### src/sv/paq_pkg.sv
// ----------------------------------------------------------------------------
// paq_pkg: shared types and constants of the paced action queue
// Widths, action codes, pipeline stage and configuration types, a pointer helper.
// ----------------------------------------------------------------------------
`default_nettype none

package paq_pkg;

   localparam int QUEUE_DEPTH     = 8;
   localparam int PAYLOAD_WIDTH   = 32;

   localparam int ACTION_WIDTH    = 2;
   localparam int NOW_WIDTH       = 63;
   localparam int CFG_WIDTH       = 40;
   localparam int DEADLINE_WIDTH  = 64;
   localparam int REMAINING_WIDTH = 4;
   localparam int PTR_WIDTH       = $clog2(QUEUE_DEPTH);
   localparam int COUNT_WIDTH     = $clog2(QUEUE_DEPTH + 1);

   localparam int CSR_DATA_WIDTH  = 64;
   localparam int CSR_ADDR_WIDTH  = 4;

   localparam logic [CFG_WIDTH-1:0] PACING_RESET  = CFG_WIDTH'(10000000);
   localparam logic [CFG_WIDTH-1:0] DAMPING_RESET = CFG_WIDTH'(500000000);

   typedef enum logic [ACTION_WIDTH-1:0] {
      ACT_ENQUEUE = 2'd0,
      ACT_TIMER   = 2'd1,
      ACT_DAMP    = 2'd2
   } action_type;

   typedef enum logic {
      REG_PACING  = 1'b0,
      REG_DAMPING = 1'b1
   } reg_index_type;

   typedef struct packed {
      logic [CFG_WIDTH-1:0] pacing_interval;
      logic [CFG_WIDTH-1:0] damping_timeout;
   } cfg_type;

   typedef struct packed {
      logic [ACTION_WIDTH-1:0]   action;
      logic [PAYLOAD_WIDTH-1:0]  payload;
      logic [NOW_WIDTH-1:0]      now;
      logic [DEADLINE_WIDTH-1:0] deadline_sum;
   } stage_type;

   function automatic logic [PTR_WIDTH-1:0] ptr_next(input logic [PTR_WIDTH-1:0] p);
      ptr_next = (p == PTR_WIDTH'(QUEUE_DEPTH - 1)) ? '0 : p + 1'b1;
   endfunction

endpackage

`default_nettype wire

### src/sv/paq_req_if.sv
// ----------------------------------------------------------------------------
// paq_req_if: request channel of the paced action queue
// Valid/ready handshake carrying action, payload and timestamp.
// ----------------------------------------------------------------------------
`default_nettype none

interface paq_req_if;
   import paq_pkg::*;

   logic                     valid;
   logic                     ready;
   logic [ACTION_WIDTH-1:0]  action;
   logic [PAYLOAD_WIDTH-1:0] payload;
   logic [NOW_WIDTH-1:0]     now;

   modport source (output valid, action, payload, now, input ready);
   modport sink   (input valid, action, payload, now, output ready);
endinterface

`default_nettype wire

### src/sv/paq_rsp_if.sv
// ----------------------------------------------------------------------------
// paq_rsp_if: response channel of the paced action queue
// Valid/ready handshake carrying the released word and the remaining count.
// ----------------------------------------------------------------------------
`default_nettype none

interface paq_rsp_if;
   import paq_pkg::*;

   logic                       valid;
   logic                       ready;
   logic [PAYLOAD_WIDTH-1:0]   emitted_payload;
   logic [REMAINING_WIDTH-1:0] remaining;

   modport source (output valid, emitted_payload, remaining, input ready);
   modport sink   (input valid, emitted_payload, remaining, output ready);
endinterface

`default_nettype wire

### src/sv/paq_csr.sv
// ----------------------------------------------------------------------------
// paq_csr: configuration registers
// APB-style write/read of the pacing interval and damping timeout.
// ----------------------------------------------------------------------------
`default_nettype none

module paq_csr (
   input  wire logic                                clock,
   input  wire logic                                reset,
   input  wire logic                                psel,
   input  wire logic                                penable,
   input  wire logic                                pwrite,
   input  wire logic [paq_pkg::CSR_ADDR_WIDTH-1:0]  paddr,
   input  wire logic [paq_pkg::CSR_DATA_WIDTH-1:0]  pwdata,
   output logic      [paq_pkg::CSR_DATA_WIDTH-1:0]  prdata,
   output logic                                     pready,
   output paq_pkg::cfg_type                         cfg
);
   import paq_pkg::*;

   cfg_type       cfg_ff, cfg_in;
   reg_index_type sel;
   logic          wr_en;

   // registers sit 8 bytes apart
   assign sel    = reg_index_type'(paddr[3]);
   assign pready = 1'b1;
   assign wr_en  = psel && penable && pwrite && pready;

   always_comb begin
      cfg_in = cfg_ff;
      if (wr_en) begin
         case (sel)
            REG_PACING:  cfg_in.pacing_interval = pwdata[CFG_WIDTH-1:0];
            REG_DAMPING: cfg_in.damping_timeout = pwdata[CFG_WIDTH-1:0];
            default:     cfg_in = cfg_ff;
         endcase
      end
   end

   always_comb begin
      case (sel)
         REG_PACING:  prdata = CSR_DATA_WIDTH'(cfg_ff.pacing_interval);
         REG_DAMPING: prdata = CSR_DATA_WIDTH'(cfg_ff.damping_timeout);
         default:     prdata = '0;
      endcase
   end

   always_ff @(posedge clock) begin
      if (reset) begin
         cfg_ff.pacing_interval <= PACING_RESET;
         cfg_ff.damping_timeout <= DAMPING_RESET;
      end else begin
         cfg_ff <= cfg_in;
      end
   end

   assign cfg = cfg_ff;

endmodule

`default_nettype wire

### src/sv/paq_ingress.sv
// ----------------------------------------------------------------------------
// paq_ingress: input register
// Captures a request transaction and precomputes the candidate deadline.
// ----------------------------------------------------------------------------
`default_nettype none

module paq_ingress (
   input  wire logic                              clock,
   input  wire logic                              reset,
   paq_req_if.sink                                req_chan,
   input  wire logic [paq_pkg::CFG_WIDTH-1:0]     pacing_interval,
   input  wire logic                              advance,
   output logic                                   stage_valid,
   output paq_pkg::stage_type                     stage
);
   import paq_pkg::*;

   logic      valid_ff, valid_in;
   stage_type stage_ff, stage_in;
   logic      accept;

   assign req_chan.ready = !valid_ff || advance;
   assign accept         = req_chan.valid && req_chan.ready;

   // 63-bit time plus 40-bit interval cannot overflow 64 bits
   always_comb begin
      stage_in.action       = req_chan.action;
      stage_in.payload      = req_chan.payload;
      stage_in.now          = req_chan.now;
      stage_in.deadline_sum = DEADLINE_WIDTH'(req_chan.now)
                            + DEADLINE_WIDTH'(pacing_interval);
      valid_in = accept ? 1'b1 : (advance ? 1'b0 : valid_ff);
   end

   always_ff @(posedge clock) begin
      if (reset) begin
         valid_ff <= 1'b0;
      end else begin
         valid_ff <= valid_in;
      end
   end

   always_ff @(posedge clock) begin
      if (accept) begin
         stage_ff <= stage_in;
      end
   end

   assign stage_valid = valid_ff;
   assign stage       = stage_ff;

endmodule

`default_nettype wire

### src/sv/paq_engine.sv
// ----------------------------------------------------------------------------
// paq_engine: queue state and release logic
// Ring buffer, pacing timer, damping flush and the response register.
// ----------------------------------------------------------------------------
`default_nettype none

module paq_engine (
   input  wire logic                          clock,
   input  wire logic                          reset,
   input  wire paq_pkg::cfg_type              cfg,
   input  wire logic                          stage_valid,
   input  wire paq_pkg::stage_type            stage,
   output logic                               advance,
   paq_rsp_if.source                          rsp_chan
);
   import paq_pkg::*;

   logic [PAYLOAD_WIDTH-1:0]   slots_ff [QUEUE_DEPTH];
   logic [PTR_WIDTH-1:0]       rd_ff, rd_in;
   logic [PTR_WIDTH-1:0]       wr_ff, wr_in;
   logic [COUNT_WIDTH-1:0]     occ_ff, occ_in;
   logic [NOW_WIDTH-1:0]       last_ff, last_in;
   logic                       armed_ff, armed_in;
   logic [DEADLINE_WIDTH-1:0]  deadline_ff, deadline_in;

   logic                       rsp_valid_ff, rsp_valid_in;
   logic [PAYLOAD_WIDTH-1:0]   rsp_word_ff;
   logic [REMAINING_WIDTH-1:0] rsp_rem_ff;

   logic                       slot_we;
   logic                       res_fire;
   logic [COUNT_WIDTH-1:0]     occ_dec;
   logic [NOW_WIDTH-1:0]       silence;
   logic                       expired;

   assign advance = !rsp_valid_ff || rsp_chan.ready;
   assign occ_dec = occ_ff - 1'b1;
   assign silence = stage.now - last_ff;
   assign expired = {1'b0, stage.now} >= deadline_ff;

   always_comb begin
      rd_in       = rd_ff;
      wr_in       = wr_ff;
      occ_in      = occ_ff;
      last_in     = last_ff;
      armed_in    = armed_ff;
      deadline_in = deadline_ff;
      slot_we     = 1'b0;
      res_fire    = 1'b0;
      if (stage_valid && advance) begin
         case (action_type'(stage.action))
            ACT_ENQUEUE: begin
               last_in = stage.now;
               slot_we = 1'b1;
               wr_in   = ptr_next(wr_ff);
               if (occ_ff == COUNT_WIDTH'(QUEUE_DEPTH)) begin
                  // full: oldest entry goes, count unchanged
                  rd_in = ptr_next(rd_ff);
               end else begin
                  occ_in = occ_ff + 1'b1;
                  if (occ_ff == '0) begin
                     armed_in    = 1'b1;
                     deadline_in = stage.deadline_sum;
                  end
               end
            end
            ACT_TIMER: begin
               if (armed_ff && expired) begin
                  if (occ_ff == '0) begin
                     armed_in = 1'b0;
                  end else begin
                     res_fire = 1'b1;
                     rd_in    = ptr_next(rd_ff);
                     occ_in   = occ_dec;
                     if (occ_dec != '0) begin
                        deadline_in = stage.deadline_sum;
                     end else begin
                        armed_in = 1'b0;
                     end
                  end
               end
            end
            ACT_DAMP: begin
               if (occ_ff != '0 && last_ff != '0 && stage.now >= last_ff
                   && silence >= NOW_WIDTH'(cfg.damping_timeout)) begin
                  rd_in    = '0;
                  wr_in    = '0;
                  occ_in   = '0;
                  armed_in = 1'b0;
               end
            end
            default: begin
               rd_in = rd_ff;
            end
         endcase
      end
      rsp_valid_in = res_fire ? 1'b1 : (rsp_chan.ready ? 1'b0 : rsp_valid_ff);
   end

   always_ff @(posedge clock) begin
      if (reset) begin
         rd_ff        <= '0;
         wr_ff        <= '0;
         occ_ff       <= '0;
         last_ff      <= '0;
         armed_ff     <= 1'b0;
         deadline_ff  <= '0;
         rsp_valid_ff <= 1'b0;
      end else begin
         rd_ff        <= rd_in;
         wr_ff        <= wr_in;
         occ_ff       <= occ_in;
         last_ff      <= last_in;
         armed_ff     <= armed_in;
         deadline_ff  <= deadline_in;
         rsp_valid_ff <= rsp_valid_in;
      end
   end

   always_ff @(posedge clock) begin
      if (slot_we) begin
         slots_ff[wr_ff] <= stage.payload;
      end
      if (res_fire) begin
         rsp_word_ff <= slots_ff[rd_ff];
         rsp_rem_ff  <= REMAINING_WIDTH'(occ_dec);
      end
   end

   assign rsp_chan.valid           = rsp_valid_ff;
   assign rsp_chan.emitted_payload = rsp_word_ff;
   assign rsp_chan.remaining       = rsp_rem_ff;

endmodule

`default_nettype wire

### src/sv/paced_action_queue_unit.sv
// ----------------------------------------------------------------------------
// paced_action_queue_unit: paced drop-oldest action queue
// Queues action words and releases at most one per pacing interval.
// ----------------------------------------------------------------------------
// Usage:
//  - req_chan carries one transaction per event: enqueue a word, check the
//    pacing timer, or check for input silence (damping). Each carries the
//    current timestamp.
//  - rsp_chan delivers a word released by a timer check that fired, with the
//    number of entries still queued. Other transactions give no response.
//  - A transaction accepted into the input register is executed when the
//    engine advances, which also loads its response into the response
//    register; the response is valid from then until it is taken.
//  - Throughput: one transaction per cycle while no response is stalled;
//    the queue state is updated between the input and response registers.
//  - Receiver stall: the response register holds; the input register still
//    takes one transaction, after which req_chan.ready drops until the
//    response is taken.
//  - Reset (synchronous): queue empty, timer disarmed, no input seen,
//    registers at their defaults. Queue contents are not cleared.
//  - Registers (APB, 64-bit data): 0x0 pacing interval, 0x8 damping timeout.
//    Write them only while no transaction is in flight.
// ----------------------------------------------------------------------------
`default_nettype none

module paced_action_queue_unit (
   input  wire logic                                clock,
   input  wire logic                                reset,
   paq_req_if.sink                                  req_chan,
   paq_rsp_if.source                                rsp_chan,
   input  wire logic                                psel,
   input  wire logic                                penable,
   input  wire logic                                pwrite,
   input  wire logic [paq_pkg::CSR_ADDR_WIDTH-1:0]  paddr,
   input  wire logic [paq_pkg::CSR_DATA_WIDTH-1:0]  pwdata,
   output logic      [paq_pkg::CSR_DATA_WIDTH-1:0]  prdata,
   output logic                                     pready
);
   import paq_pkg::*;

   cfg_type   cfg;
   stage_type stage;
   logic      stage_valid;
   logic      advance;   // engine can take the staged transaction this cycle

   // configuration registers
   paq_csr u_csr (
      .clock   (clock),
      .reset   (reset),
      .psel    (psel),
      .penable (penable),
      .pwrite  (pwrite),
      .paddr   (paddr),
      .pwdata  (pwdata),
      .prdata  (prdata),
      .pready  (pready),
      .cfg     (cfg)
   );

   // input register; also forms now + interval ahead of the state update
   paq_ingress u_ingress (
      .clock           (clock),
      .reset           (reset),
      .req_chan        (req_chan),
      .pacing_interval (cfg.pacing_interval),
      .advance         (advance),
      .stage_valid     (stage_valid),
      .stage           (stage)
   );

   // queue, timer and damping state plus the response register
   paq_engine u_engine (
      .clock       (clock),
      .reset       (reset),
      .cfg         (cfg),
      .stage_valid (stage_valid),
      .stage       (stage),
      .advance     (advance),
      .rsp_chan    (rsp_chan)
   );

endmodule

`default_nettype wire

### src/flat_wrapper.sv
// flat-port wrapper written by rule: the top's interface ports become plain ports
module paced_action_queue_unit_flat import paq_pkg::*;
  (clock, reset, psel, penable, pwrite, paddr, pwdata, prdata, pready, req_chan_valid, req_chan_action, req_chan_payload, req_chan_now, req_chan_ready, rsp_chan_valid, rsp_chan_emitted_payload, rsp_chan_remaining, rsp_chan_ready);
  paq_req_if req_chan_i ();
  paq_rsp_if rsp_chan_i ();
  input  wire logic clock;
  input  wire logic reset;
  input  wire logic psel;
  input  wire logic penable;
  input  wire logic pwrite;
  input  wire logic [paq_pkg::CSR_ADDR_WIDTH-1:0] paddr;
  input  wire logic [paq_pkg::CSR_DATA_WIDTH-1:0] pwdata;
  output logic      [paq_pkg::CSR_DATA_WIDTH-1:0] prdata;
  output logic pready;
  input wire logic [$bits(req_chan_i.valid)-1:0] req_chan_valid;
  input wire logic [$bits(req_chan_i.action)-1:0] req_chan_action;
  input wire logic [$bits(req_chan_i.payload)-1:0] req_chan_payload;
  input wire logic [$bits(req_chan_i.now)-1:0] req_chan_now;
  output wire logic [$bits(req_chan_i.ready)-1:0] req_chan_ready;
  output wire logic [$bits(rsp_chan_i.valid)-1:0] rsp_chan_valid;
  output wire logic [$bits(rsp_chan_i.emitted_payload)-1:0] rsp_chan_emitted_payload;
  output wire logic [$bits(rsp_chan_i.remaining)-1:0] rsp_chan_remaining;
  input wire logic [$bits(rsp_chan_i.ready)-1:0] rsp_chan_ready;
  assign req_chan_i.valid = req_chan_valid;
  assign req_chan_i.action = req_chan_action;
  assign req_chan_i.payload = req_chan_payload;
  assign req_chan_i.now = req_chan_now;
  assign req_chan_ready = req_chan_i.ready;
  assign rsp_chan_valid = rsp_chan_i.valid;
  assign rsp_chan_emitted_payload = rsp_chan_i.emitted_payload;
  assign rsp_chan_remaining = rsp_chan_i.remaining;
  assign rsp_chan_i.ready = rsp_chan_ready;
  paced_action_queue_unit u_core (.clock(clock), .reset(reset), .req_chan(req_chan_i), .rsp_chan(rsp_chan_i), .psel(psel), .penable(penable), .pwrite(pwrite), .paddr(paddr), .pwdata(pwdata), .prdata(prdata), .pready(pready));
endmodule
### config.mk
export PLATFORM = sky130hd
export DESIGN_NAME = paced_action_queue_unit_flat
export DESIGN_NICKNAME = d
export VERILOG_FILES = /design/src/sv/paq_pkg.sv /design/src/sv/paq_req_if.sv /design/src/sv/paq_rsp_if.sv /design/src/sv/paq_csr.sv /design/src/sv/paq_ingress.sv /design/src/sv/paq_engine.sv /design/src/sv/paced_action_queue_unit.sv /design/src/flat_wrapper.sv
export SDC_FILE = /design/constraint.sdc
export NUM_CORES = 1
export LEC_CHECK = 0
export BUFFER_PORTS_ARGS = -buffer_cell sky130_fd_sc_hd__buf_2
export CORE_ASPECT_RATIO = 2
export CORE_UTILIZATION = 55
export DETAILED_ROUTE_END_ITERATION = 6
export PLACE_DENSITY = 0.83
export SKIP_LAST_GASP = 1
export SLEW_MARGIN = 15
export SYNTH_ARGS = -nofsm -noshare
export SYNTH_HDL_FRONTEND = slang
export SYNTH_SLANG_ARGS = --single-unit
export TNS_END_PERCENT = 1
### constraint.sdc
create_clock -name clock -period 5.5 [get_ports clock]
set_clock_uncertainty 0.2 [all_clocks]
set_input_delay 0.275 -clock clock [delete_from_list [all_inputs] [get_ports clock]]
set_output_delay 0.275 -clock clock [all_outputs]
set_load 0.005 [all_outputs]
==> impl_metrics.json <==
{
  "path_delay_family": "compound AO/OA/AOI/OAI gates",
  "num_rows": 128,
  "slew_headroom": 0.300,
  "synth_mux_area_frac": 0.0760,
  "yosysWarnings": 0,
  "syn_avg_cell_area_um2": 10.9,
  "netlist_area_um2": 34100,
  "final_core_util": 0.669,
  "worstPathMaxFanout": 8,
  "post_dp_cell_area_um2": 37400,
  "crit_top_cell": "buf_4",
  "regArea_um2": 18000,
  "nets": 4042,
  "grt_use_total": 0.313,
  "synth.most_common_cell": "nand2_1",
  "critical_path_class": "reg -> reg",
  "synth_cell_types": 92,
  "antenna_found_initial": 11,
  "synthTopCellsByArea": "edfxtp_1 40%, dfxtp_1 13%, ha_1 8.0%",
  "rsz0062_at_grt": "yes",
  "async_flop_share": 0,
  "drive_gt1_frac": 0.190,
  "fillers": 4493,
  "worst-path-buf-inv": 3,
  "syn_inst": 3137,
  "crit_cells": 22,
  "routed_via_density": 5.91,
  "grt_max_degree": 79,
  "outcome": "finished with violations",
  "peakVddDrop_uv": 280,
  "drc": 0,
  "drt_iter0_drc": 1761,
  "stdcell_count": 4483,
  "dieArea_um2": 63100,
  "finalHoldViolations": 0,
  "first_global_vias": 27800,
  "violations": "setup timing",
  "die_x_um": 178,
  "power_density_nw_per_um2": 289,
  "fin_crit_ns": 5.89,
  "finalSetupViolations": 11,
  "avgRoutedWirePerCell_um": 21.9,
  "cts_buffers": 56,
  "gr-total-overflow": 0,
  "ios": 275,
  "clock_sinks": 673,
  "finalWorstSetupSlack_ns": -0.387,
  "cts_max_level": 2,
  "synth_area_leader_cell": "edfxtp_1",
  "postLayoutCellArea_um2": 40900,
  "clk_pin_slew_ns": 0.08,
  "synth_fa_ha_area_frac": 0.0807,
  "wirelength_um": 98100,
  "dp_cells": 4226,
  "ys_ff_latch": 673,
  "grt_pass1_wl_um": 150000,
  "slowest_stage": "or4_4",
  "leakage_nw": 15.5,
  "multiInputGateArea_um2": 14900,
  "synth-edff-count": 453,
  "crit_chain": "buf_4, ha_1, nor2b_1, o31a_1, o31a_1, a311o_1, buf_4, a31oi_1, buf_4, xnor2_1, ha_1, nand4_1, or3_4, nor2_1, a211o_1, a211oi_2, o21ai_1, or4_4, nor4_4, and3_4, nor2_1, o32ai_2",
  "antenna_left": 0,
  "drt-pass1-iter-count": 5,
  "cts_tree": "yes",
  "arrival_ns": 6.24,
  "synth_xor_area_frac": 0.0277,
  "fp.dieH_um": 354,
  "io_buffers": 222,
  "via_count": 26500,
  "yosys.area_share.simple": 0.124,
  "synth_top_family_by_area": "simple AND/OR/NAND/NOR gates",
  "cap_violations": 0,
  "tightest_slew_ns": 1.04,
  "yosysTopAreaCellShare": 0.398,
  "r2r_cells": 22,
  "max_freq_mhz": 170,
  "synthToLayoutAreaGrowth_pct": 19.9,
  "clockBufferDepth": 3,
  "yosys-top-cells-count": "483 x nand2_1, 453 x edfxtp_1, 283 x a21oi_1",
  "yosysSeqAreaShare": 0.528,
  "crit_required_ns": 5.85,
  "startpoint_type": "register",
  "endpoint_kind": "register",
  "hold_depth": 5,
  "clock-root-buffer": "clkbuf_16",
  "dp_hpwl_um": 68600,
  "clk_latency_ns": 0.65,
  "cp_slowest_stage_delay_ns": 0.54,
  "synth_flop_cell": "edfxtp_1",
  "synth_compound_area_frac": 0.119,
  "period_share": 1.07,
  "start_util": 0.558,
  "totalNegativeSetupSlack_ns": -3.32,
  "slew_violations": 0,
  "core_area_um2": 61200,
  "hp-class": "in -> reg",
  "pre_cts_slack_ns": -0.678,
  "place_congestion": 1.05
}
-- stage by stage --
stage | power (mW) | hold WS [ns]
floorplan | 6.85 | 0.174
global placement | 7.49 | 0.253
detailed placement | 7.53 | 0.253
CTS | 11.8 | 0.0430
global route | 12.2 | 0.135
finish | 11.8 | 0.102
-- registers in the layout, indices dropped and copies added, names as in the netlist --
name                                      flops
u_core.u_engine.deadline_ff                  64
u_core.u_engine.wr_ff                         3
u_core.u_engine.rsp_chan.valid                1
u_core.u_ingress.stage                      161
u_core.u_engine.rd_ff                         3
u_core.u_engine.rsp_chan.emitted_payload     32
u_core.u_engine.slots_ff                    256
u_core.u_engine.last_ff                      63
u_core.u_ingress.stage_valid                  1
u_core.u_engine.armed_ff                      1
u_core.u_engine.rsp_chan.remaining            4
u_core.u_engine.occ_ff                        4
u_core.u_csr.cfg                             80
-- metal layers --
layer | routed length, um | up-vias | global-route usage
met3 | 5040 | 342 | 0.0508
met1 | 32900 | 12800 | 0.301
li1 | - | 12300 | -
met2 | 52200 | 979 | 0.584
met4 | 7850 | 10 | 0.235
met5 | 70 | - | 0
-- worst min-delay path, stage by stage --
cell and delay (ns):
buf_2 0.12, nand3_1 0.17, nor2_2 0.17, nand2_1 0.11
a21oi_1 0.05
-- layout make-up --
class | count | share of cell area
flip-flops and latches | 673 | 0.440
clock inverters | 42 | 0.0123
well taps | 780 | 0.0238
multi-input cells | 2114 | 0.364
diodes | 4 | 0.000245
clock buffers | 64 | 0.0352
inverters | 213 | 0.0195
repair buffers | 593 | 0.105
-- where the power goes --
part	internal [mW]	switching (mW)	leakage, nW
clock network	2.30	1.94	0.927
registers	5.57	0.127	5.98
logic	0.827	1.05	8.56
-- layout by cell type, fill, tap and decap left out, types with 53 or more instances in the layout --
master | synthesis | routed
a21o_1 | 81 | 81
edfxtp_1 | 453 | 453
nand4_1 | 56 | 56
o21ai_0 | 90 | 87
inv_1 | 212 | 211
buf_2 | 4 | 221
nor2_1 | 170 | 166
buf_4 | 28 | 225
nand2_1 | 483 | 483
mux4_2 | 64 | 64
a21oi_1 | 283 | 282
clkbuf_16 | 0 | 56
ha_1 | 217 | 215
nand3_1 | 54 | 53
dlygate4sd3_1 | 0 | 143
dfxtp_1 | 220 | 218
xnor2_1 | 71 | 71
mux2i_1 | 68 | 68
-- final timing paths --
check,from,to,slack [ns]
worst max-delay path,u_core.u_ingress.stage[65],u_core.u_engine.rd_ff[2],-0.39
worst min-delay path,penable,u_core.u_csr.cfg[48],0.10
worst max register to register,u_core.u_ingress.stage[65],u_core.u_engine.rd_ff[2],-0.39
worst min register to register,u_core.u_csr.cfg[34],u_core.u_csr.cfg[34],0.27
-- logic make-up after synthesis --
group,Yosys count
flip-flops,673
XOR/XNOR,108
adder cells (fa/ha/maj),219
other,2
buffers and inverters,373
multiplexers,174
AO/OA/AOI/OAI,649
AND/OR/NAND/NOR,939
-- repair_timing --
action / CTS / global route
endpoints found under the hold margin: 239 / 0
hold buffers: 143 / 0
setup buffers: 3 / 1
pin swaps: 6 / 5
gates resized for setup: 14 / 5
setup endpoints to repair: 11 / 11
Note: power is estimated with default switching activity, not from simulation.
